`config.mk`:
```
export PLATFORM = sky130hd
export DESIGN_NAME = websocket_tx_framer_core
export DESIGN_NICKNAME = d
export VERILOG_FILES = /design/src/hw/rtl/wstf_pkg.sv /design/src/hw/rtl/websocket_tx_framer_core.sv /design/src/hw/rtl/wstf_front.sv /design/src/hw/rtl/wstf_queue.sv /design/src/hw/rtl/wstf_back.sv
export SDC_FILE = /design/constraint.sdc
export NUM_CORES = 1
export LEC_CHECK = 0
export ABC_AREA = 1
export BUFFER_PORTS_ARGS = -buffer_cell sky130_fd_sc_hd__buf_2
export CAP_MARGIN = 20
export CORE_UTILIZATION = 25
export DETAILED_ROUTE_END_ITERATION = 6
export PLACE_DENSITY = 0.48
export RECOVER_POWER = 50
export SYNTH_ARGS = -nofsm -noshare
export SYNTH_HDL_FRONTEND = slang
export SYNTH_SLANG_ARGS = --single-unit
```
`constraint.sdc`:
```
create_clock -name clock -period 11.6 [get_ports clock]
set_clock_uncertainty 0.15 [all_clocks]
set_input_delay 0.58 -clock clock [delete_from_list [all_inputs] [get_ports clock]]
set_output_delay 0.58 -clock clock [all_outputs]
set_load 0.03 [all_outputs]
```
`src/hw/rtl/wstf_pkg.sv`:
```
`default_nettype none
// ----------------------------------------------------------------------------
// wstf_pkg
// Shared types and constants of the WebSocket transmit framer: request
// operations, error codes, header size classes and the job descriptor that
// travels from the front end to the back end.
// ----------------------------------------------------------------------------
package wstf_pkg;

   // request operations
   localparam logic OP_START = 1'b0;
   localparam logic OP_DATA  = 1'b1;

   // error codes on the result channel
   localparam logic [1:0] ERR_NONE         = 2'd0;
   localparam logic [1:0] ERR_NO_MESSAGE   = 2'd1;
   localparam logic [1:0] ERR_MESSAGE_OPEN = 2'd2;

   // header length encodings
   localparam logic [1:0] SIZE_SHORT = 2'd0;
   localparam logic [1:0] SIZE_MID   = 2'd1;
   localparam logic [1:0] SIZE_LONG  = 2'd2;

   // header byte counts per encoding
   localparam logic [3:0] HDR_BYTES_SHORT = 4'd2;
   localparam logic [3:0] HDR_BYTES_MID   = 4'd4;
   localparam logic [3:0] HDR_BYTES_LONG  = 4'd10;

   // header constants
   localparam logic [3:0] OPCODE_CONT = 4'h0;
   localparam logic [7:0] LEN_CODE_16 = 8'd126;
   localparam logic [7:0] LEN_CODE_64 = 8'd127;
   localparam int unsigned SHORT_MAX  = 125;
   localparam int unsigned MID_MAX    = 65535;

   // chunk size register
   localparam int unsigned   CHUNK_W     = 16;
   localparam logic [15:0]   CHUNK_RESET = 16'd16384;

   // one unit of work for the back end: an optional payload byte followed
   // by an optional frame header, or a single error result
   typedef struct packed {
      logic       has_data;
      logic [7:0] data_byte;
      logic       data_fe;
      logic       data_me;
      logic       has_hdr;
      logic [7:0] hdr_first;
      logic [1:0] hdr_size;
      logic       hdr_ends;
      logic [1:0] err;
   } job_ctrl_type;

endpackage : wstf_pkg
`default_nettype wire

```
`src/hw/rtl/websocket_tx_framer_core.sv`:
```
`default_nettype none
// ----------------------------------------------------------------------------
// websocket_tx_framer_core
// Builds unmasked server-side WebSocket frames, one output byte per response.
// ----------------------------------------------------------------------------
// A start request produces the frame header: 2, 4 or 10 responses for a 7-bit,
// 16-bit or 64-bit length. A payload byte request produces one response, plus
// 4 or 2 header responses (or 10 for a wide continuation, which cannot occur
// with a 16-bit chunk size) when it closes a fragment and the next header
// follows. The response side emits one byte per cycle while rsp_ready is high,
// so a payload stream runs at one byte per cycle and stalls only for the header
// bytes and for back-pressure. The front end takes one request per cycle as long
// as the 4-entry job queue has room; the back end's one-byte-per-cycle sequencer
// sets the sustained rate. The chunk size register resets to 16384; a value of
// 0 acts as 1. Errors (a payload byte with no open message, a start while a
// message is open) give a single response and leave the state unchanged.
// ----------------------------------------------------------------------------
module websocket_tx_framer_core #(
   parameter int LENGTH_BITS = 32
) (
   input  wire logic        clock,
   input  wire logic        reset,
   // configuration
   input  wire logic        csr_wr_en,
   input  wire logic [15:0] csr_wr_data,
   // request channel
   input  wire logic        req_valid,
   output      logic        req_ready,
   input  wire logic        req_operation,
   input  wire logic [31:0] req_message_length,
   input  wire logic [3:0]  req_opcode,
   input  wire logic        req_split,
   input  wire logic [7:0]  req_data_byte,
   // response channel
   output      logic        rsp_valid,
   input  wire logic        rsp_ready,
   output      logic [7:0]  rsp_out_byte,
   output      logic        rsp_is_header,
   output      logic        rsp_frame_end,
   output      logic        rsp_message_end,
   output      logic [1:0]  rsp_error,
   output      logic        rsp_last
);
   import wstf_pkg::*;

   localparam int CTRL_W = $bits(job_ctrl_type);
   localparam int JOB_W  = CTRL_W + LENGTH_BITS;

   logic                   fj_valid;
   logic                   fj_ready;
   job_ctrl_type           fj_ctrl;
   logic [LENGTH_BITS-1:0] fj_len;
   logic                   bj_valid;
   logic                   bj_ready;
   logic [JOB_W-1:0]       bj_data;
   job_ctrl_type           bj_ctrl;
   logic [LENGTH_BITS-1:0] bj_len;

   // request side
   wstf_front #(
      .LENGTH_BITS(LENGTH_BITS)
   ) u_front (
      .clock              (clock),
      .reset              (reset),
      .csr_wr_en          (csr_wr_en),
      .csr_wr_data        (csr_wr_data),
      .req_valid          (req_valid),
      .req_ready          (req_ready),
      .req_operation      (req_operation),
      .req_message_length (req_message_length),
      .req_opcode         (req_opcode),
      .req_split          (req_split),
      .req_data_byte      (req_data_byte),
      .job_valid          (fj_valid),
      .job_ready          (fj_ready),
      .job_ctrl           (fj_ctrl),
      .job_len            (fj_len)
   );

   // job queue between the two halves
   wstf_queue #(
      .WIDTH (JOB_W),
      .DEPTH (4)
   ) u_queue (
      .clock     (clock),
      .reset     (reset),
      .in_valid  (fj_valid),
      .in_ready  (fj_ready),
      .in_data   ({fj_ctrl, fj_len}),
      .out_valid (bj_valid),
      .out_ready (bj_ready),
      .out_data  (bj_data)
   );

   assign bj_ctrl = bj_data[JOB_W-1:LENGTH_BITS];
   assign bj_len  = bj_data[LENGTH_BITS-1:0];

   // response side
   wstf_back #(
      .LENGTH_BITS(LENGTH_BITS)
   ) u_back (
      .clock           (clock),
      .reset           (reset),
      .job_valid       (bj_valid),
      .job_ready       (bj_ready),
      .job_ctrl        (bj_ctrl),
      .job_len         (bj_len),
      .rsp_valid       (rsp_valid),
      .rsp_ready       (rsp_ready),
      .rsp_out_byte    (rsp_out_byte),
      .rsp_is_header   (rsp_is_header),
      .rsp_frame_end   (rsp_frame_end),
      .rsp_message_end (rsp_message_end),
      .rsp_error       (rsp_error),
      .rsp_last        (rsp_last)
   );

endmodule : websocket_tx_framer_core
`default_nettype wire

```
`src/hw/rtl/wstf_front.sv`:
```
`default_nettype none
// ----------------------------------------------------------------------------
// wstf_front
// Front end: takes requests, holds message and frame counters and the chunk
// size register, and turns each request into one job for the back end.
// ----------------------------------------------------------------------------
module wstf_front #(
   parameter int LENGTH_BITS = 32
) (
   input  wire logic                      clock,
   input  wire logic                      reset,
   // configuration
   input  wire logic                      csr_wr_en,
   input  wire logic [15:0]               csr_wr_data,
   // request channel
   input  wire logic                      req_valid,
   output      logic                      req_ready,
   input  wire logic                      req_operation,
   input  wire logic [31:0]               req_message_length,
   input  wire logic [3:0]                req_opcode,
   input  wire logic                      req_split,
   input  wire logic [7:0]                req_data_byte,
   // job output
   output      logic                      job_valid,
   input  wire logic                      job_ready,
   output      wstf_pkg::job_ctrl_type    job_ctrl,
   output      logic [LENGTH_BITS-1:0]    job_len
);
   import wstf_pkg::*;

   logic [15:0]            chunk_ff, chunk_in;
   logic [LENGTH_BITS-1:0] msg_left_ff, msg_left_in;
   logic [LENGTH_BITS-1:0] frame_left_ff, frame_left_in;
   logic                   open_ff, open_in;

   logic                   accept;
   logic [63:0]            len_wide;
   logic [LENGTH_BITS-1:0] len;
   logic [LENGTH_BITS-1:0] chunk_eff;
   logic                   split_act;
   logic [LENGTH_BITS-1:0] start_flen;
   logic [LENGTH_BITS-1:0] ml_dec;
   logic [LENGTH_BITS-1:0] fl_dec;
   logic                   fe;
   logic                   me;
   logic [LENGTH_BITS-1:0] next_flen;
   logic [LENGTH_BITS-1:0] hdr_len;
   logic [1:0]             hdr_size;

   assign req_ready = job_ready;
   assign job_valid = req_valid;
   assign accept    = req_valid && job_ready;

   // length taken modulo the configured length width
   assign len_wide  = {32'b0, req_message_length};
   assign len       = len_wide[LENGTH_BITS-1:0];
   assign chunk_eff = (chunk_ff == 16'd0) ? LENGTH_BITS'(1)
                                          : {{(LENGTH_BITS-CHUNK_W){1'b0}}, chunk_ff};

   // start: decide whether to fragment
   assign split_act  = req_split && (len > chunk_eff);
   assign start_flen = split_act ? chunk_eff : len;

   // payload byte: count down both counters
   assign ml_dec    = msg_left_ff - LENGTH_BITS'(1);
   assign fl_dec    = frame_left_ff - LENGTH_BITS'(1);
   assign fe        = (fl_dec == '0);
   assign me        = (ml_dec == '0);
   assign next_flen = (ml_dec < chunk_eff) ? ml_dec : chunk_eff;

   // header length and its encoding class
   assign hdr_len = (req_operation == OP_START) ? start_flen : next_flen;
   always_comb begin
      priority if (hdr_len <= LENGTH_BITS'(SHORT_MAX)) begin
         hdr_size = SIZE_SHORT;
      end else if (hdr_len <= LENGTH_BITS'(MID_MAX)) begin
         hdr_size = SIZE_MID;
      end else begin
         hdr_size = SIZE_LONG;
      end
   end

   // job build and state update
   always_comb begin
      job_ctrl      = '0;
      job_len       = hdr_len;
      msg_left_in   = msg_left_ff;
      frame_left_in = frame_left_ff;
      open_in       = open_ff;

      job_ctrl.hdr_size  = hdr_size;
      job_ctrl.data_byte = req_data_byte;

      if (req_operation == OP_START) begin
         if (open_ff) begin
            job_ctrl.err = ERR_MESSAGE_OPEN;
         end else begin
            job_ctrl.has_hdr   = 1'b1;
            job_ctrl.hdr_first = {~split_act, 3'b000, req_opcode};
            job_ctrl.hdr_ends  = (len == '0);
            if (accept) begin
               open_in       = (len != '0);
               msg_left_in   = len;
               frame_left_in = (len == '0) ? '0 : start_flen;
            end
         end
      end else begin
         if (!open_ff) begin
            job_ctrl.err = ERR_NO_MESSAGE;
         end else begin
            job_ctrl.has_data  = 1'b1;
            job_ctrl.data_fe   = fe;
            job_ctrl.data_me   = me;
            job_ctrl.has_hdr   = fe && !me;
            job_ctrl.hdr_first = {(next_flen == ml_dec), 3'b000, OPCODE_CONT};
            if (accept) begin
               msg_left_in = ml_dec;
               if (me) begin
                  open_in       = 1'b0;
                  frame_left_in = '0;
               end else if (fe) begin
                  frame_left_in = next_flen;
               end else begin
                  frame_left_in = fl_dec;
               end
            end
         end
      end
   end

   // chunk size register
   assign chunk_in = csr_wr_en ? csr_wr_data : chunk_ff;

   always_ff @(posedge clock) begin
      if (reset) begin
         chunk_ff      <= CHUNK_RESET;
         msg_left_ff   <= '0;
         frame_left_ff <= '0;
         open_ff       <= 1'b0;
      end else begin
         chunk_ff      <= chunk_in;
         msg_left_ff   <= msg_left_in;
         frame_left_ff <= frame_left_in;
         open_ff       <= open_in;
      end
   end

endmodule : wstf_front
`default_nettype wire

```
`src/hw/rtl/wstf_queue.sv`:
```
`default_nettype none
// ----------------------------------------------------------------------------
// wstf_queue
// Small register queue that decouples the front end from the back end.
// ----------------------------------------------------------------------------
module wstf_queue #(
   parameter int WIDTH = 8,
   parameter int DEPTH = 4
) (
   input  wire logic             clock,
   input  wire logic             reset,
   input  wire logic             in_valid,
   output      logic             in_ready,
   input  wire logic [WIDTH-1:0] in_data,
   output      logic             out_valid,
   input  wire logic             out_ready,
   output      logic [WIDTH-1:0] out_data
);
   localparam int PTR_W = (DEPTH > 1) ? $clog2(DEPTH) : 1;
   localparam int CNT_W = $clog2(DEPTH + 1);

   logic [WIDTH-1:0] entry_ff [DEPTH];
   logic [PTR_W-1:0] wr_ptr_ff, wr_ptr_in;
   logic [PTR_W-1:0] rd_ptr_ff, rd_ptr_in;
   logic [CNT_W-1:0] count_ff, count_in;
   logic             push;
   logic             pop;

   assign in_ready  = (count_ff != CNT_W'(DEPTH));
   assign out_valid = (count_ff != '0);
   assign out_data  = entry_ff[rd_ptr_ff];
   assign push      = in_valid && in_ready;
   assign pop       = out_valid && out_ready;

   // pointer and fill count update
   always_comb begin
      wr_ptr_in = wr_ptr_ff;
      rd_ptr_in = rd_ptr_ff;
      count_in  = count_ff;
      if (push) begin
         wr_ptr_in = (wr_ptr_ff == PTR_W'(DEPTH - 1)) ? '0 : wr_ptr_ff + PTR_W'(1);
      end
      if (pop) begin
         rd_ptr_in = (rd_ptr_ff == PTR_W'(DEPTH - 1)) ? '0 : rd_ptr_ff + PTR_W'(1);
      end
      if (push && !pop) begin
         count_in = count_ff + CNT_W'(1);
      end else if (pop && !push) begin
         count_in = count_ff - CNT_W'(1);
      end
   end

   always_ff @(posedge clock) begin
      if (reset) begin
         wr_ptr_ff <= '0;
         rd_ptr_ff <= '0;
         count_ff  <= '0;
      end else begin
         wr_ptr_ff <= wr_ptr_in;
         rd_ptr_ff <= rd_ptr_in;
         count_ff  <= count_in;
      end
   end

   // entry storage
   always_ff @(posedge clock) begin
      if (push) begin
         entry_ff[wr_ptr_ff] <= in_data;
      end
   end

endmodule : wstf_queue
`default_nettype wire

```
`src/hw/rtl/wstf_back.sv`:
```
`default_nettype none
// ----------------------------------------------------------------------------
// wstf_back
// Back end: walks through each job, payload byte then header bytes, one result
// per cycle while the registered response stage is free or being drained.
// ----------------------------------------------------------------------------
module wstf_back #(
   parameter int LENGTH_BITS = 32
) (
   input  wire logic                   clock,
   input  wire logic                   reset,
   // job input
   input  wire logic                   job_valid,
   output      logic                   job_ready,
   input  wire wstf_pkg::job_ctrl_type job_ctrl,
   input  wire logic [LENGTH_BITS-1:0] job_len,
   // response channel
   output      logic                   rsp_valid,
   input  wire logic                   rsp_ready,
   output      logic [7:0]             rsp_out_byte,
   output      logic                   rsp_is_header,
   output      logic                   rsp_frame_end,
   output      logic                   rsp_message_end,
   output      logic [1:0]             rsp_error,
   output      logic                   rsp_last
);
   import wstf_pkg::*;

   job_ctrl_type           cur_ctrl_ff, cur_ctrl_in;
   logic [LENGTH_BITS-1:0] cur_len_ff, cur_len_in;
   logic                   cur_valid_ff, cur_valid_in;
   logic [3:0]             pos_ff, pos_in;

   logic                   rsp_valid_ff, rsp_valid_in;
   logic [7:0]             byte_ff;
   logic                   hdr_ff;
   logic                   fe_ff;
   logic                   me_ff;
   logic [1:0]             err_ff;
   logic                   last_ff;

   job_ctrl_type           sel_ctrl;
   logic [LENGTH_BITS-1:0] sel_len;
   logic [3:0]             sel_pos;
   logic                   slot_free;
   logic                   fire;
   logic [3:0]             hdr_cnt;
   logic [3:0]             n_res;
   logic                   is_last;
   logic [3:0]             hdr_idx;
   logic [3:0]             long_idx;
   logic [63:0]            len64;
   logic [7:0][7:0]        len_bytes;
   logic [7:0]             hdr_byte;
   logic [7:0]             res_byte;
   logic                   res_hdr;
   logic                   res_fe;
   logic                   res_me;

   // work on the held job, or start straight from the queue head
   assign sel_ctrl  = cur_valid_ff ? cur_ctrl_ff : job_ctrl;
   assign sel_len   = cur_valid_ff ? cur_len_ff : job_len;
   assign sel_pos   = cur_valid_ff ? pos_ff : 4'd0;
   assign slot_free = !rsp_valid_ff || rsp_ready;
   assign fire      = slot_free && (cur_valid_ff || job_valid);
   assign job_ready = slot_free && !cur_valid_ff;

   // number of results in this job
   always_comb begin
      unique case (sel_ctrl.hdr_size)
         SIZE_SHORT: hdr_cnt = HDR_BYTES_SHORT;
         SIZE_MID:   hdr_cnt = HDR_BYTES_MID;
         default:    hdr_cnt = HDR_BYTES_LONG;
      endcase
   end
   assign n_res   = (sel_ctrl.err != ERR_NONE) ? 4'd1
                  : (sel_ctrl.has_hdr ? hdr_cnt : 4'd0) + {3'b000, sel_ctrl.has_data};
   assign is_last = (sel_pos == n_res - 4'd1);

   // header byte selection
   assign hdr_idx   = sel_pos - {3'b000, sel_ctrl.has_data};
   assign long_idx  = 4'd9 - hdr_idx;
   assign len64     = {{(64-LENGTH_BITS){1'b0}}, sel_len};
   assign len_bytes = len64;

   always_comb begin
      unique case (sel_ctrl.hdr_size)
         SIZE_SHORT: begin
            hdr_byte = (hdr_idx == 4'd0) ? sel_ctrl.hdr_first : {1'b0, len64[6:0]};
         end
         SIZE_MID: begin
            priority if (hdr_idx == 4'd0) begin
               hdr_byte = sel_ctrl.hdr_first;
            end else if (hdr_idx == 4'd1) begin
               hdr_byte = LEN_CODE_16;
            end else if (hdr_idx == 4'd2) begin
               hdr_byte = len64[15:8];
            end else begin
               hdr_byte = len64[7:0];
            end
         end
         default: begin
            priority if (hdr_idx == 4'd0) begin
               hdr_byte = sel_ctrl.hdr_first;
            end else if (hdr_idx == 4'd1) begin
               hdr_byte = LEN_CODE_64;
            end else begin
               hdr_byte = len_bytes[long_idx[2:0]];
            end
         end
      endcase
   end

   // result fields for the current position
   always_comb begin
      priority if (sel_ctrl.err != ERR_NONE) begin
         res_byte = 8'd0;
         res_hdr  = 1'b0;
         res_fe   = 1'b0;
         res_me   = 1'b0;
      end else if (sel_ctrl.has_data && (sel_pos == 4'd0)) begin
         res_byte = sel_ctrl.data_byte;
         res_hdr  = 1'b0;
         res_fe   = sel_ctrl.data_fe;
         res_me   = sel_ctrl.data_me;
      end else begin
         res_byte = hdr_byte;
         res_hdr  = 1'b1;
         res_fe   = sel_ctrl.hdr_ends && is_last;
         res_me   = sel_ctrl.hdr_ends && is_last;
      end
   end

   // job progress
   always_comb begin
      cur_valid_in = cur_valid_ff;
      cur_ctrl_in  = cur_ctrl_ff;
      cur_len_in   = cur_len_ff;
      pos_in       = pos_ff;
      if (fire) begin
         cur_valid_in = !is_last;
         cur_ctrl_in  = sel_ctrl;
         cur_len_in   = sel_len;
         pos_in       = sel_pos + 4'd1;
      end
   end

   assign rsp_valid_in = fire || (rsp_valid_ff && !rsp_ready);

   always_ff @(posedge clock) begin
      if (reset) begin
         cur_valid_ff <= 1'b0;
         rsp_valid_ff <= 1'b0;
      end else begin
         cur_valid_ff <= cur_valid_in;
         rsp_valid_ff <= rsp_valid_in;
      end
   end

   // held job and response payload
   always_ff @(posedge clock) begin
      cur_ctrl_ff <= cur_ctrl_in;
      cur_len_ff  <= cur_len_in;
      pos_ff      <= pos_in;
      if (fire) begin
         byte_ff <= res_byte;
         hdr_ff  <= res_hdr;
         fe_ff   <= res_fe;
         me_ff   <= res_me;
         err_ff  <= sel_ctrl.err;
         last_ff <= is_last;
      end
   end

   assign rsp_valid       = rsp_valid_ff;
   assign rsp_out_byte    = byte_ff;
   assign rsp_is_header   = hdr_ff;
   assign rsp_frame_end   = fe_ff;
   assign rsp_message_end = me_ff;
   assign rsp_error       = err_ff;
   assign rsp_last        = last_ff;

endmodule : wstf_back
`default_nettype wire
```
; ---- Yosys cells after proc, flatten, opt, wreduce, memory -nomap -nowiden
; Memory sizes are Yosys's and may differ from the RTL's. A register that Yosys moved wholly into a read port is not among the register bits.
; Index checks and enable logic that the tools add are counted.
[word_totals]
in_bits = 67
mem_count = 1
ram_bits = 228
wordCells = 151
register_bits = 163
[op_classes]
n_reduce_logical = 34
n_addsub = 11
bitwise = 1
muxes = 63
order_cmp = 5
n_eq_ne = 11
[mem_list]
columns = name, depth, width, rd, rd_ports_with_merged_regs, write_ports, line_no
row1 = u_queue.entry_ff, 4, 57, 1, 1, 1, wstf_queue.sv:22  ; logic [WIDTH-1:0] entry_ff [DEPTH];
[op_table]
columns = operator, count
row1 = 32-bit 2-to-1 mux, 17
row2 = 32-bit zero test, 3
row3 = 8-bit 2-to-1 mux, 8
row4 = 32-bit by 1-bit subtractor with 32-bit output (second input constant), 2
row5 = 32-bit equality test, 1
row6 = 32-bit greater-than comparator, 1
row7 = 32-bit by 16-bit <= comparator with 1-bit output (second input constant), 1
row8 = 32-bit by 7-bit <= comparator with 1-bit output (second input constant), 1
row9 = 32-bit less-than comparator, 1
row10 = 32-bit nonzero test, 1
row11 = 25-bit 2-to-1 mux, 1
row12 = 8-bit binary-select mux with 3-bit select, 1
row13 = 2-bit 2-to-1 mux, 9
row14 = 9-bit 2-to-1 mux, 2
row15 = 16-bit zero test, 1
row16 = 1-bit 2-to-1 mux, 16
row17 = 16-bit 2-to-1 mux, 1
row18 = 8-bit case mux with 2 select lines, 1
row19 = 4-bit 2-to-1 mux, 3
row20 = 1-bit logical AND, 11
row21 = 11-bit 2-to-1 mux, 1
row22 = 4-bit zero test, 2
row23 = 4-bit case mux with 2 select lines, 1
row24 = 1-bit zero test, 7
row25 = 24 further kinds, 32

; ---- Longest topological paths before layout
; Gate-level depths: netlist of the first run.
[logic_depth]
depth_word = 10
depth_mapped = 25
ltp_nobuf = 24

; ---- Modules after synthesis
; Synthesis of the first run repeated with hierarchy kept, for this count alone.
[hier_totals]
hier_cells = 2427
hier_area_um2 = 20786.2
[by_module_without_submodules]
columns = mod, area_per_inst_um2, cells_per_inst, n_inst
row1 = wstf_queue, 8931.1, 620, 1
row2 = wstf_front, 7726.2, 1324, 1
row3 = wstf_back, 4129.0, 483, 1

; ---- Worst setup path before layout of the first run
; OpenSTA, ideal clock, no wires.
[synth_timing]
kind = register -> register
start = register u_queue.count_ff[0]
end = memory u_queue.entry_ff[0][0] (netlist bit) (enable)
arrival_ns = 3.268
setup_time_ns = 0.466
path_slack_ns = 7.716
n_path_buf = 1
stages_incl_launch_ff = 6
path_cell_list = dfxtp_1 -> nor2_1 -> nand2_1 -> nand2_1 -> clkbuf_1 -> nor2_1
[synth_between]
elab_chain_len = 4
[synth_rtl]
columns = element, line_no
row1 = from (decl), wstf_queue.sv:25  ; logic [CNT_W-1:0] count_ff, count_in;
row2 = from (signal assigned), wstf_queue.sv:61  ; count_ff <= count_in;
row3 = 3-bit inequality test, wstf_queue.sv:29  ; assign in_ready = (count_ff != CNT_W'(DEPTH));
row4 = net req_ready, websocket_tx_framer_core.sv:28  ; output logic req_ready,
row5 = 1-bit logical AND, wstf_queue.sv:32  ; assign push = in_valid && in_ready;
row6 = 1-bit 2-to-1 mux, wstf_queue.sv:67  ; if (push) begin
row7 = 1-bit 2-to-1 mux (implied by the code), wstf_queue.sv:68  ; entry_ff[wr_ptr_ff] <= in_data;
row8 = to (decl), wstf_queue.sv:22
; The timed path passes the listed nets, and every way through them passes these cells.

==> reports/qor.txt, run 1 <==
# DRC: 0
CORE AREA: 79000 um^2
Syn Area/Cell: 8.596 um^2
Filler cell count: 8428
Final wirelength: 66730 um
Commonest cells after routing, fill and taps aside: nand2_1, nor2_1, edfxtp_1
F_max: 144.5 MHz
Crit Path Class: reg -> reg
WL per Instance: 19.30 um
Fin Setup TNS: 0 ns
Crit-path most repeated cell: nor2_1
CP required: 11.90 ns
Mapped Nets: 2437
Die Y: 284.8 um
First DRT Iteration DRCs: 1211
Fin. max-slew vios: 510
Arrival time worst endpoint: 7.22 ns
Fin area: 22930 um^2
Clock Path Buffers: 3
Port bufs: 82
CP peak stage delay: 2.21 ns
Multi-input gate area: 8147 um^2
Initial antenna violation count: 0
Worst hold path type: in -> reg
# IOs: 83
Syn Inst Count: 2325
Cell Pwr Density: 259.8 nW/um^2
Number of buffers created by CTS: 46
Vias in the first global route: 16640
CTS Sinks: 381
Startpoint types: flop
Fin nets: 2485
Mapped Area: 19990 um^2
Die area: 81080 um^2
Row count: 103
Hold Worst Slack: 0.05679 ns
Area Overhead vs Synth: 14.72%
Final setup viols: 0
Max stage delay cell, worst path: clkbuf_1
DR pass1 iterations: 5
Failing checks: max-capacitance violations, max-slew violations
Max VDD drop: 0.1243 mV
Max-Cap Viols: 10
Commonest non-fill, non-tap cell in the layout: nand2_1
Antenna cells: 0
Met1 wire length: 30030 um
Largest net degree at the start of global routing: 80
RSZ-0062 raised after global routing: false
Routability cong.: 0.9113
Worst Max-Slew Pin Slew: 3.987 ns
Final Hold Viols: 0
CP Cell Sequence: clkbuf_1 -> inv_1 -> clkbuf_1 -> o21ai_0 -> o22ai_1 -> nand2_1 -> o21ai_1 -> inv_1 -> o21ai_0 -> ha_1 -> xor2_1 -> a21oi_1 -> and3_1 -> nor2_1 -> nor2_1 -> nor2_1
Synth Register Bits: 381
CTS tree: done
Synth Flop Type: edfxtp_1
Post-CTS sizing: 0
CTS Root Cell: clkbuf_16
Rel. slew slack: -1.658
All-layer global routing usage: 0.1615
Minimum clock period: 6.921 ns
Yosys Warn Count: 0
Post-synth cell types: 47
Vias: 16740
Highest metal used: met4
Status: finished, violations left
Sequential cell area fraction in the yosys report: 0.5264
Seq. cell area: 10520 um^2
Fin crit share: 0.5966
Met3 wire length: 3061 um
CP endpoint kind: flop
Share of cells above drive strength 1: 0.07312
Overflow after GRT: 0
CP delay by family, top: buffers and inverters
DR WL met2: 31300 um
Final HPWL DP: 46600 um
Worst-Skew Late Latency: 0.61 ns
First-pass GRT wire length: 101100 um
Worst path bufs/invs: 4
H-tree Lvls: 2
EDFF count, synth: 289
Worst-path clk slew: 0.06 ns
Routed Antenna Nets: 0
Starting density of the core: 0.2530
Fraction of registers with async set/reset: 0
Vias per Instance: 4.843
Lkg Pwr: 9.118 nW
Highest net fanout along the worst path: 53
Placed Area: 21470 um^2
Chip width: 284.8 um
==> final cells by class <==
cell class / instances / share of cell area
tap: 1050 / 0.05730
multi-input combinational: 1595 / 0.3553
timing repair buffer: 108 / 0.02330
clock inverter: 27 / 0.01402
inverter: 241 / 0.03945
clock buffer: 55 / 0.05168
sequential: 381 / 0.4590
==> synthesized netlist by cell type, types with 2 or more instances <==
master      n  area (um^2)
nand2_1   403         1513
a31oi_1    62        387.9
and3_1      2        12.51
edfxtp_1  289         8678
a221oi_1    9        78.83
nor2_4      4        45.04
a211oi_1    2        15.01
nor2_1    359         1348
o21ai_0   245         1226
nand3_2     5        50.05
nor4_1     20        125.1
inv_2       5        18.77
a21oi_1    94        470.5
buf_4       3        22.52
nand3_1    79        395.4
clkbuf_1   70        262.8
dfxtp_1    92         1842
a22o_1      2        17.52
and2_1     10        62.56
nand2_2     9        56.30
buf_6       5        56.30
o211ai_1   25        187.7
xnor2_1    11        96.34
o21a_1     10        75.07
or2_2       2        12.51
o21ai_1    12        60.06
o22ai_1    36        225.2
ha_1       44        550.5
buf_2       8        40.04
buf_1      22        82.58
nor3_1     25        125.1
nand3b_1    9        67.56
nor2_2      9        56.30
o31ai_1     6        45.04
nand4_1    49        306.5
clkinv_1    5        18.77
o21bai_1    3        22.52
xor2_1     41        359.1
inv_1     231        867.1
==> per-stage QoR <==
step	power, mW	util	worst slack, ns	instances
5_1_grt	6.363	0.2902	4.138	3457
3_3_place_gp	4.514	0.2717	6.704	3371
4_1_cts	6.003	0.2913	6.589	3457
3_5_place_dp	4.529	0.2718	6.639	3372
6_report	5.956	0.2902	4.679	3457
2_1_floorplan	3.693	-	7.716	2325
==> state kept, by name, summed over array words and instances (netlist names), 2 cells and up, named ones only <==
register / flops
u_queue.entry_ff: 216
u_back.rsp_out_byte: 8
u_front.frame_left_ff: 32
u_queue.rd_ptr_ff: 2
u_back.pos_ff: 4
u_queue.count_ff: 3
u_back.cur_ctrl_ff: 25
u_queue.wr_ptr_ff: 2
u_front.chunk_ff: 16
u_front.msg_left_ff: 32
u_back.cur_len_ff: 32
==> worst paths after layout <==
kind,cells after the start,startpoint,endpoint,slack (ns)
max,16,flop,u_back.cur_valid_ff,4.68
min,3,csr_wr_data[14],u_front.chunk_ff[14],0.06
max reg2reg,16,flop,u_back.cur_valid_ff,4.68
min reg2reg,2,u_front.chunk_ff[0],u_front.chunk_ff[0],0.33
==> worst min-delay path: stages <==
cell and delay (ns):
buf_2 0.08, a21oi_1 0.05, o21ai_0 0.07
==> cell families (layout without fill, tap and decap cells) <==
logic type,Yosys count,in the layout,synth area share
adders and majority gates,45,45,0.02855
xor gates and xnor gates,52,52,0.02279
DFF,381,381,0.5264
AOI/OAI and AO/OA,509,509,0.1420
and+or+nand+nor,989,989,0.2118
buffers and inverters,349,431,0.06849
==> power breakdown <==
group | internal [mW] | switching [mW]
Clock | 0.846 | 0.601
Sequential | 1.88 | 0.127
Combinational | 0.694 | 1.81
==> routing by layer <==
| metal | track usage | vias to the layer above |
|---|---|---|
| met1 | 0.2127 | 8022 |
| li1 | - | 8081 |
| met3 | 0.01848 | 122 |
| met5 | 0 | - |
| met4 | 0.05941 | 0 |
| met2 | 0.2715 | 516 |
==> timing repair <==
item                                   in CTS  in global routing
hold buffers                                3                  0
buffers inserted                            0                  0
endpoints found under the hold margin       9                  0
Note: power is estimated with default switching activity, not from simulation.
==> run 2: changes to the inputs <==
- clock period: 11.6 -> 7.3 ns (I/O delays scaled with it)
==> run 2 against run 1 <==
Effect of this change: the flow still finishes with violations (max-capacitance violations, max-slew violations); sequential share of layout area fell by 0.95 points; largest cell class unchanged; highest routed layer unchanged; critical path depth up 5; register-to-register slack lost 2.3 ns; hold slack about the same; critical endpoint is now u_queue.entry_ff[0][35].
==> reports/qor.txt, run 2 (same netlist as run 1, synthesis figures left out) <==
Area Overhead vs Synth: 17.17%
RSZ-0062 raised after global routing: false
Final setup viols: 0
Vias: 17010
Crit-path most repeated cell: nand2_1
H-tree Lvls: 2
R2R depth: 21
Max-Cap Viols: 9
CP required: 7.47 ns
Vias in the first global route: 16960
Routed Antenna Nets: 0
First-pass GRT wire length: 101000 um
Commonest cells after routing, fill and taps aside: nand2_1, nor2_1, edfxtp_1
# IOs: 83
WHS Path Cells: 3
CP Cell Sequence: inv_2 -> ha_1 -> nand3_2 -> inv_2 -> nand2_1 -> xor2_1 -> ha_1 -> nand3_1 -> nor3_1 -> nand2_1 -> nand3_2 -> buf_4 -> nand2_1 -> nand3_1 -> nand2_1 -> nor2_1 -> nand2_1 -> nor2_1 -> nand3_1 -> nand2_1 -> inv_1
Startpoint types: flop
CTS Root Cell: clkbuf_16
Final wirelength: 65810 um
CTS tree: done
Max stage delay cell, worst path: xor2_1
Commonest non-fill, non-tap cell in the layout: nand2_1
Row count: 103
Overflow after GRT: 0
Worst path bufs/invs: 4
Cell Pwr Density: 403.0 nW/um^2
Die Y: 284.8 um
Lkg Pwr: 9.349 nW
Die area: 81080 um^2
Reg with most FFs: u_queue.entry_ff
Fin crit share: 0.6735
Highest net fanout along the worst path: 27
Minimum clock period: 4.917 ns
Worst Max-Slew Pin Slew: 3.993 ns
Worst-Skew Late Latency: 0.61 ns
Rel. slew slack: -1.662
Arrival time worst endpoint: 5.09 ns
First DRT Iteration DRCs: 1311
# DRC: 0
Clock Path Buffers: 3
Chip width: 284.8 um
F_max: 203.4 MHz
Fin. max-slew vios: 428
WP depth: 21
All-layer global routing usage: 0.1600
WL per Instance: 18.77 um
CP endpoint kind: flop
Status: finished, violations left
Final Hold Viols: 0
Setup Buffers After CTS: 0
CP peak stage delay: 0.62 ns
Max reg flops: 216
CORE AREA: 79000 um^2
CP delay by family, top: simple AND/OR/NAND/NOR gates
DR pass1 iterations: 6
CP startpoint: u_front.msg_left_ff[0]
Fin util: 0.2964
Fin nets: 2532
Worst-path clk slew: 0.06 ns
Final HPWL DP: 45680 um
Largest net degree at the start of global routing: 78
Starting density of the core: 0.2530
Share of cells above drive strength 1: 0.07655
Routability cong.: 0.9188
Port bufs: 82
Worst hold path type: in -> reg
Initial antenna violation count: 0
FF-to-FF Start: u_front.msg_left_ff[0]
Max VDD drop: 0.1861 mV
Fin Setup TNS: 0 ns
Failing checks: max-capacitance violations, max-slew violations
Crit Path Class: reg -> reg
Hold Startpoint: req_message_length[4]
Number of buffers created by CTS: 45
Antenna cells: 0
Vias per Instance: 4.851
CTS Sinks: 381
==> run 2: cell types whose count changed in the layout (fill, tap and decap cells not counted), moves of 2 or more <==
cell           before  now
clkbuf_1           48   40
clkbuf_8            0    3
buf_4              11   16
dlygate4sd3_1       3   50
clkinv_1           15   12
clkinv_2            6   11
inv_1             229  231
==> run 2: worst register-to-register path, cell delays in order, from the launching register on <==
cell	delay, ns
dfxtp_1	0.35
inv_2	0.11
ha_1	0.28
nand3_2	0.20
inv_2	0.11
nand2_1	0.12
xor2_1	0.62
ha_1	0.24
nand3_1	0.15
nor3_1	0.27
nand2_1	0.36
nand3_2	0.34
buf_4	0.34
nand2_1	0.13
nand3_1	0.09
nand2_1	0.17
nor2_1	0.16
nand2_1	0.06
nor2_1	0.09
nand3_1	0.15
nand2_1	0.11
inv_1	0.08
==> run 2: stage by stage <==
step | instances | worst slack, ns | power [mW] | instance area [um^2] | hold slack [ns]
after detailed placement | 3372 | 2.382 | 7.188 | 21470 | 0.3356
after CTS | 3505 | 2.356 | 9.507 | 23470 | 0.01723
after global routing | 3506 | 1.947 | 10.09 | 23420 | 0.04878
after floorplan | 2325 | 3.416 | 5.868 | 19990 | 0.2935
after global placement | 3372 | 2.424 | 7.160 | 21470 | 0.3224
final | 3506 | 2.383 | 9.438 | 23420 | 0.05639
==> run 2: report_power, final <==
group          total [mW]  leakage [nW]  internal, mW  switching [mW]
logic                3.94          5.13          1.11            2.83
clock network        2.27         0.737          1.32           0.953
registers            3.23          3.49          2.98           0.245
total                9.44          9.35          5.41            4.03
==> run 2: layout make-up <==
type                            instances  area, um^2
Clock buffer                           54        1190
Clock inverter                         29       310.3
Fill cell                            8360       55580
Inverter                              241       904.6
Multi-Input combinational cell       1595        8147
Sequential cell                       381       10530
Tap cell                             1050        1314
Timing Repair Buffer                  156        1028
==> run 2: routing by layer <==
layer  share of wire  GRT usage
met5               0          0
met3           0.050    0.01976
met2            0.48     0.2741
met4           0.028    0.04839
met1            0.44     0.2096
==> run 2: worst paths after layout <==
check | end | slack, ns
worst max-delay path | u_queue.entry_ff[0][35] | 2.38
worst min-delay path | u_front.msg_left_ff[4] | 0.06
worst max register to register | u_queue.entry_ff[0][35] | 2.38
worst min register to register | u_front.chunk_ff[0] | 0.34
==> run 2: what timing repair did <==
action	CTS	global route
hold endpoints to repair	82	0
endpoints found under the setup margin	0	0
gates resized for setup	0	0
hold buffers	50	0
==> run 3: changes to the inputs <==
- clock period: 7.3 -> 4.9 ns (I/O delays scaled with it)
==> run 3 against run 2 <==
Effect of this change: the flow still finishes with violations (max-capacitance violations, max-slew violations); hold slack worse by 0.0037 ns; core utilization up 0.58 points; first-iteration DRC count decreased by 5.7%; cell count up 1.0%; power grew 54%; largest cell class unchanged; largest power group unchanged.
==> reports/qor.txt, run 3 (same netlist as run 1, synthesis figures left out) <==
CORE AREA: 79000 um^2
Setup Buffers After CTS: 0
Die area: 81080 um^2
Met1 usage: 0.2145
Final wirelength: 66070 um
WL per Instance: 18.65 um
Final HPWL DP: 46640 um
# DRC: 0
Number of buffers created by CTS: 46
Routability cong.: 0.8965
Fin. max-slew vios: 340
Met2 global-route usage: 0.2625
First DRT Iteration DRCs: 1236
Max VDD drop: 0.2965 mV
Area Overhead vs Synth: 19.48%
Fin Setup TNS: 0 ns
Reg2Reg Capture Point: u_queue.entry_ff[2][35]
Arrival time worst endpoint: 4.69 ns
Commonest cells after routing, fill and taps aside: nand2_1, nor2_1, edfxtp_1
DR pass1 iterations: 5
GRT met3 Usage: 0.02128
Die Y: 284.8 um
Vias: 16970
Worst path bufs/invs: 4
Max-Cap Viols: 6
Fin area: 23880 um^2
Share of cells above drive strength 1: 0.08587
Port bufs: 82
Minimum clock period: 4.328 ns
Worst Max-Slew Pin Slew: 3.481 ns
Max reg flops: 216
Lkg Pwr: 9.581 nW
Overflow after GRT: 0
CP Cell Sequence: dlygate4sd3_1 -> buf_2 -> inv_1 -> clkbuf_1 -> o21ai_0 -> a21oi_1
All-layer global routing usage: 0.1601
Clock Path Buffers: 3
Vias in the first global route: 16570
Worst-path clk slew: 0.06 ns
Cell Pwr Density: 609.5 nW/um^2
Failing checks: max-capacitance violations, max-slew violations
CP peak stage delay: 2.44 ns
Commonest non-fill, non-tap cell in the layout: nand2_1
Row count: 103
Highest net fanout along the worst path: 77
# IOs: 83
CTS Root Cell: clkbuf_16
Startpoint types: input port
Initial antenna violation count: 0
FF-to-FF Start: u_front.msg_left_ff[0]
Chip width: 284.8 um
Fin crit share: 0.8833
CP delay by family, top: buffers and inverters
Max stage delay cell, worst path: clkbuf_1
Routed Antenna Nets: 0
Hold Startpoint: req_message_length[15]
Fin nets: 2566
Largest net degree at the start of global routing: 97
R2R depth: 23
CP required: 5.26 ns
CTS tree: done
CP endpoint kind: flop
Hold Worst Slack: 0.05273 ns
F_max: 231.1 MHz
Worst-Skew Late Latency: 0.61 ns
First-pass GRT wire length: 100400 um
Tot Pwr: 14.56 mW
Reg with most FFs: u_queue.entry_ff
Final Hold Viols: 0
Status: finished, violations left
H-tree Lvls: 2
Vias per Instance: 4.792
Reg-to-reg setup timing slack: 0.61 ns
Crit Path Class: in -> reg
RSZ-0062 raised after global routing: false
Hold Crit Endpoint: u_front.msg_left_ff[15]
WHS Path Cells: 3
Placed Area: 21640 um^2
GRT busiest layer: met2
Final setup viols: 0
Starting density of the core: 0.2530
Worst hold path type: in -> reg
CTS Sinks: 381
Antenna cells: 0
Rel. slew slack: -1.321
[run 3: changes by cell type in the layout (fill, tap and decap cells not counted), sizes merged]
cell,before,now
buf,72,91
dlygate4sd3,50,65
clkinv,26,18
bufinv,4,8
clkbuf,88,91
clkinvlp,1,3
inv,239,240
[run 3: what timing repair did]
action / CTS / global route
hold buffers: 65 / 0
gates resized for setup: 0 / 1
setup endpoints to repair: 0 / 4
endpoints found under the hold margin: 101 / 0
[run 3: worst register-to-register path: cells and delay by family (launching register included)]
| kind | cells | cell delay, ns |
|---|---|---|
| fa+ha+maj | 2 | 0.52 |
| compound gates | 3 | 0.38 |
| xor+xnor | 1 | 0.38 |
| flops | 1 | 0.40 |
| simple gates | 12 | 1.51 |
| buf+inv | 5 | 0.68 |
[run 3: how the worst max path moves through the flow]
stage / startpoint / end / slack (ns) / depth (start not counted)
after floorplan: u_queue.count_ff[0] / u_queue.entry_ff[0][0] / 1.02 / 5
after global placement: u_front.msg_left_ff[0] / u_queue.entry_ff[3][35] / 0.55 / 23
after detailed placement: u_front.msg_left_ff[0] / u_queue.entry_ff[2][35] / 0.45 / 23
after CTS: u_front.msg_left_ff[0] / u_queue.entry_ff[2][35] / 0.44 / 23
after global routing: flop / u_back.rsp_out_byte[1] / 0.10 / 15
final: reset / u_front.chunk_ff[10] / 0.57 / 6
[run 3: final cells by class]
type | count | area (um^2)
inverters | 241 | 904.6
multi-input cells | 1595 | 8139
clock buffers | 58 | 1236
well taps | 1050 | 1314
fillers | 8363 | 55120
flip-flops and latches | 381 | 10520
clock inverters | 28 | 417.9
repair buffers | 189 | 1345
[run 3: through the flow]
step,util,cells,setup slack [ns]
final,0.3023,3542,0.5720
after global routing,0.3023,3542,0.1037
after CTS,0.3031,3542,0.4377
after detailed placement,0.2739,3391,0.4477
after global placement,0.2739,3391,0.5463
after floorplan,-,2325,1.016
[run 3: layer usage]
metal / vias to the layer above / routed length, um
li1: 8233 / -
met1: 8118 / 30110
met2: 505 / 30430
met3: 116 / 3391
met4: 0 / 2149
met5: - / 0
[run 3: power breakdown]
part | switching (mW) | internal [mW]
registers | 0.338 | 4.44
clock network | 1.46 | 2.24
logic | 4.33 | 1.76
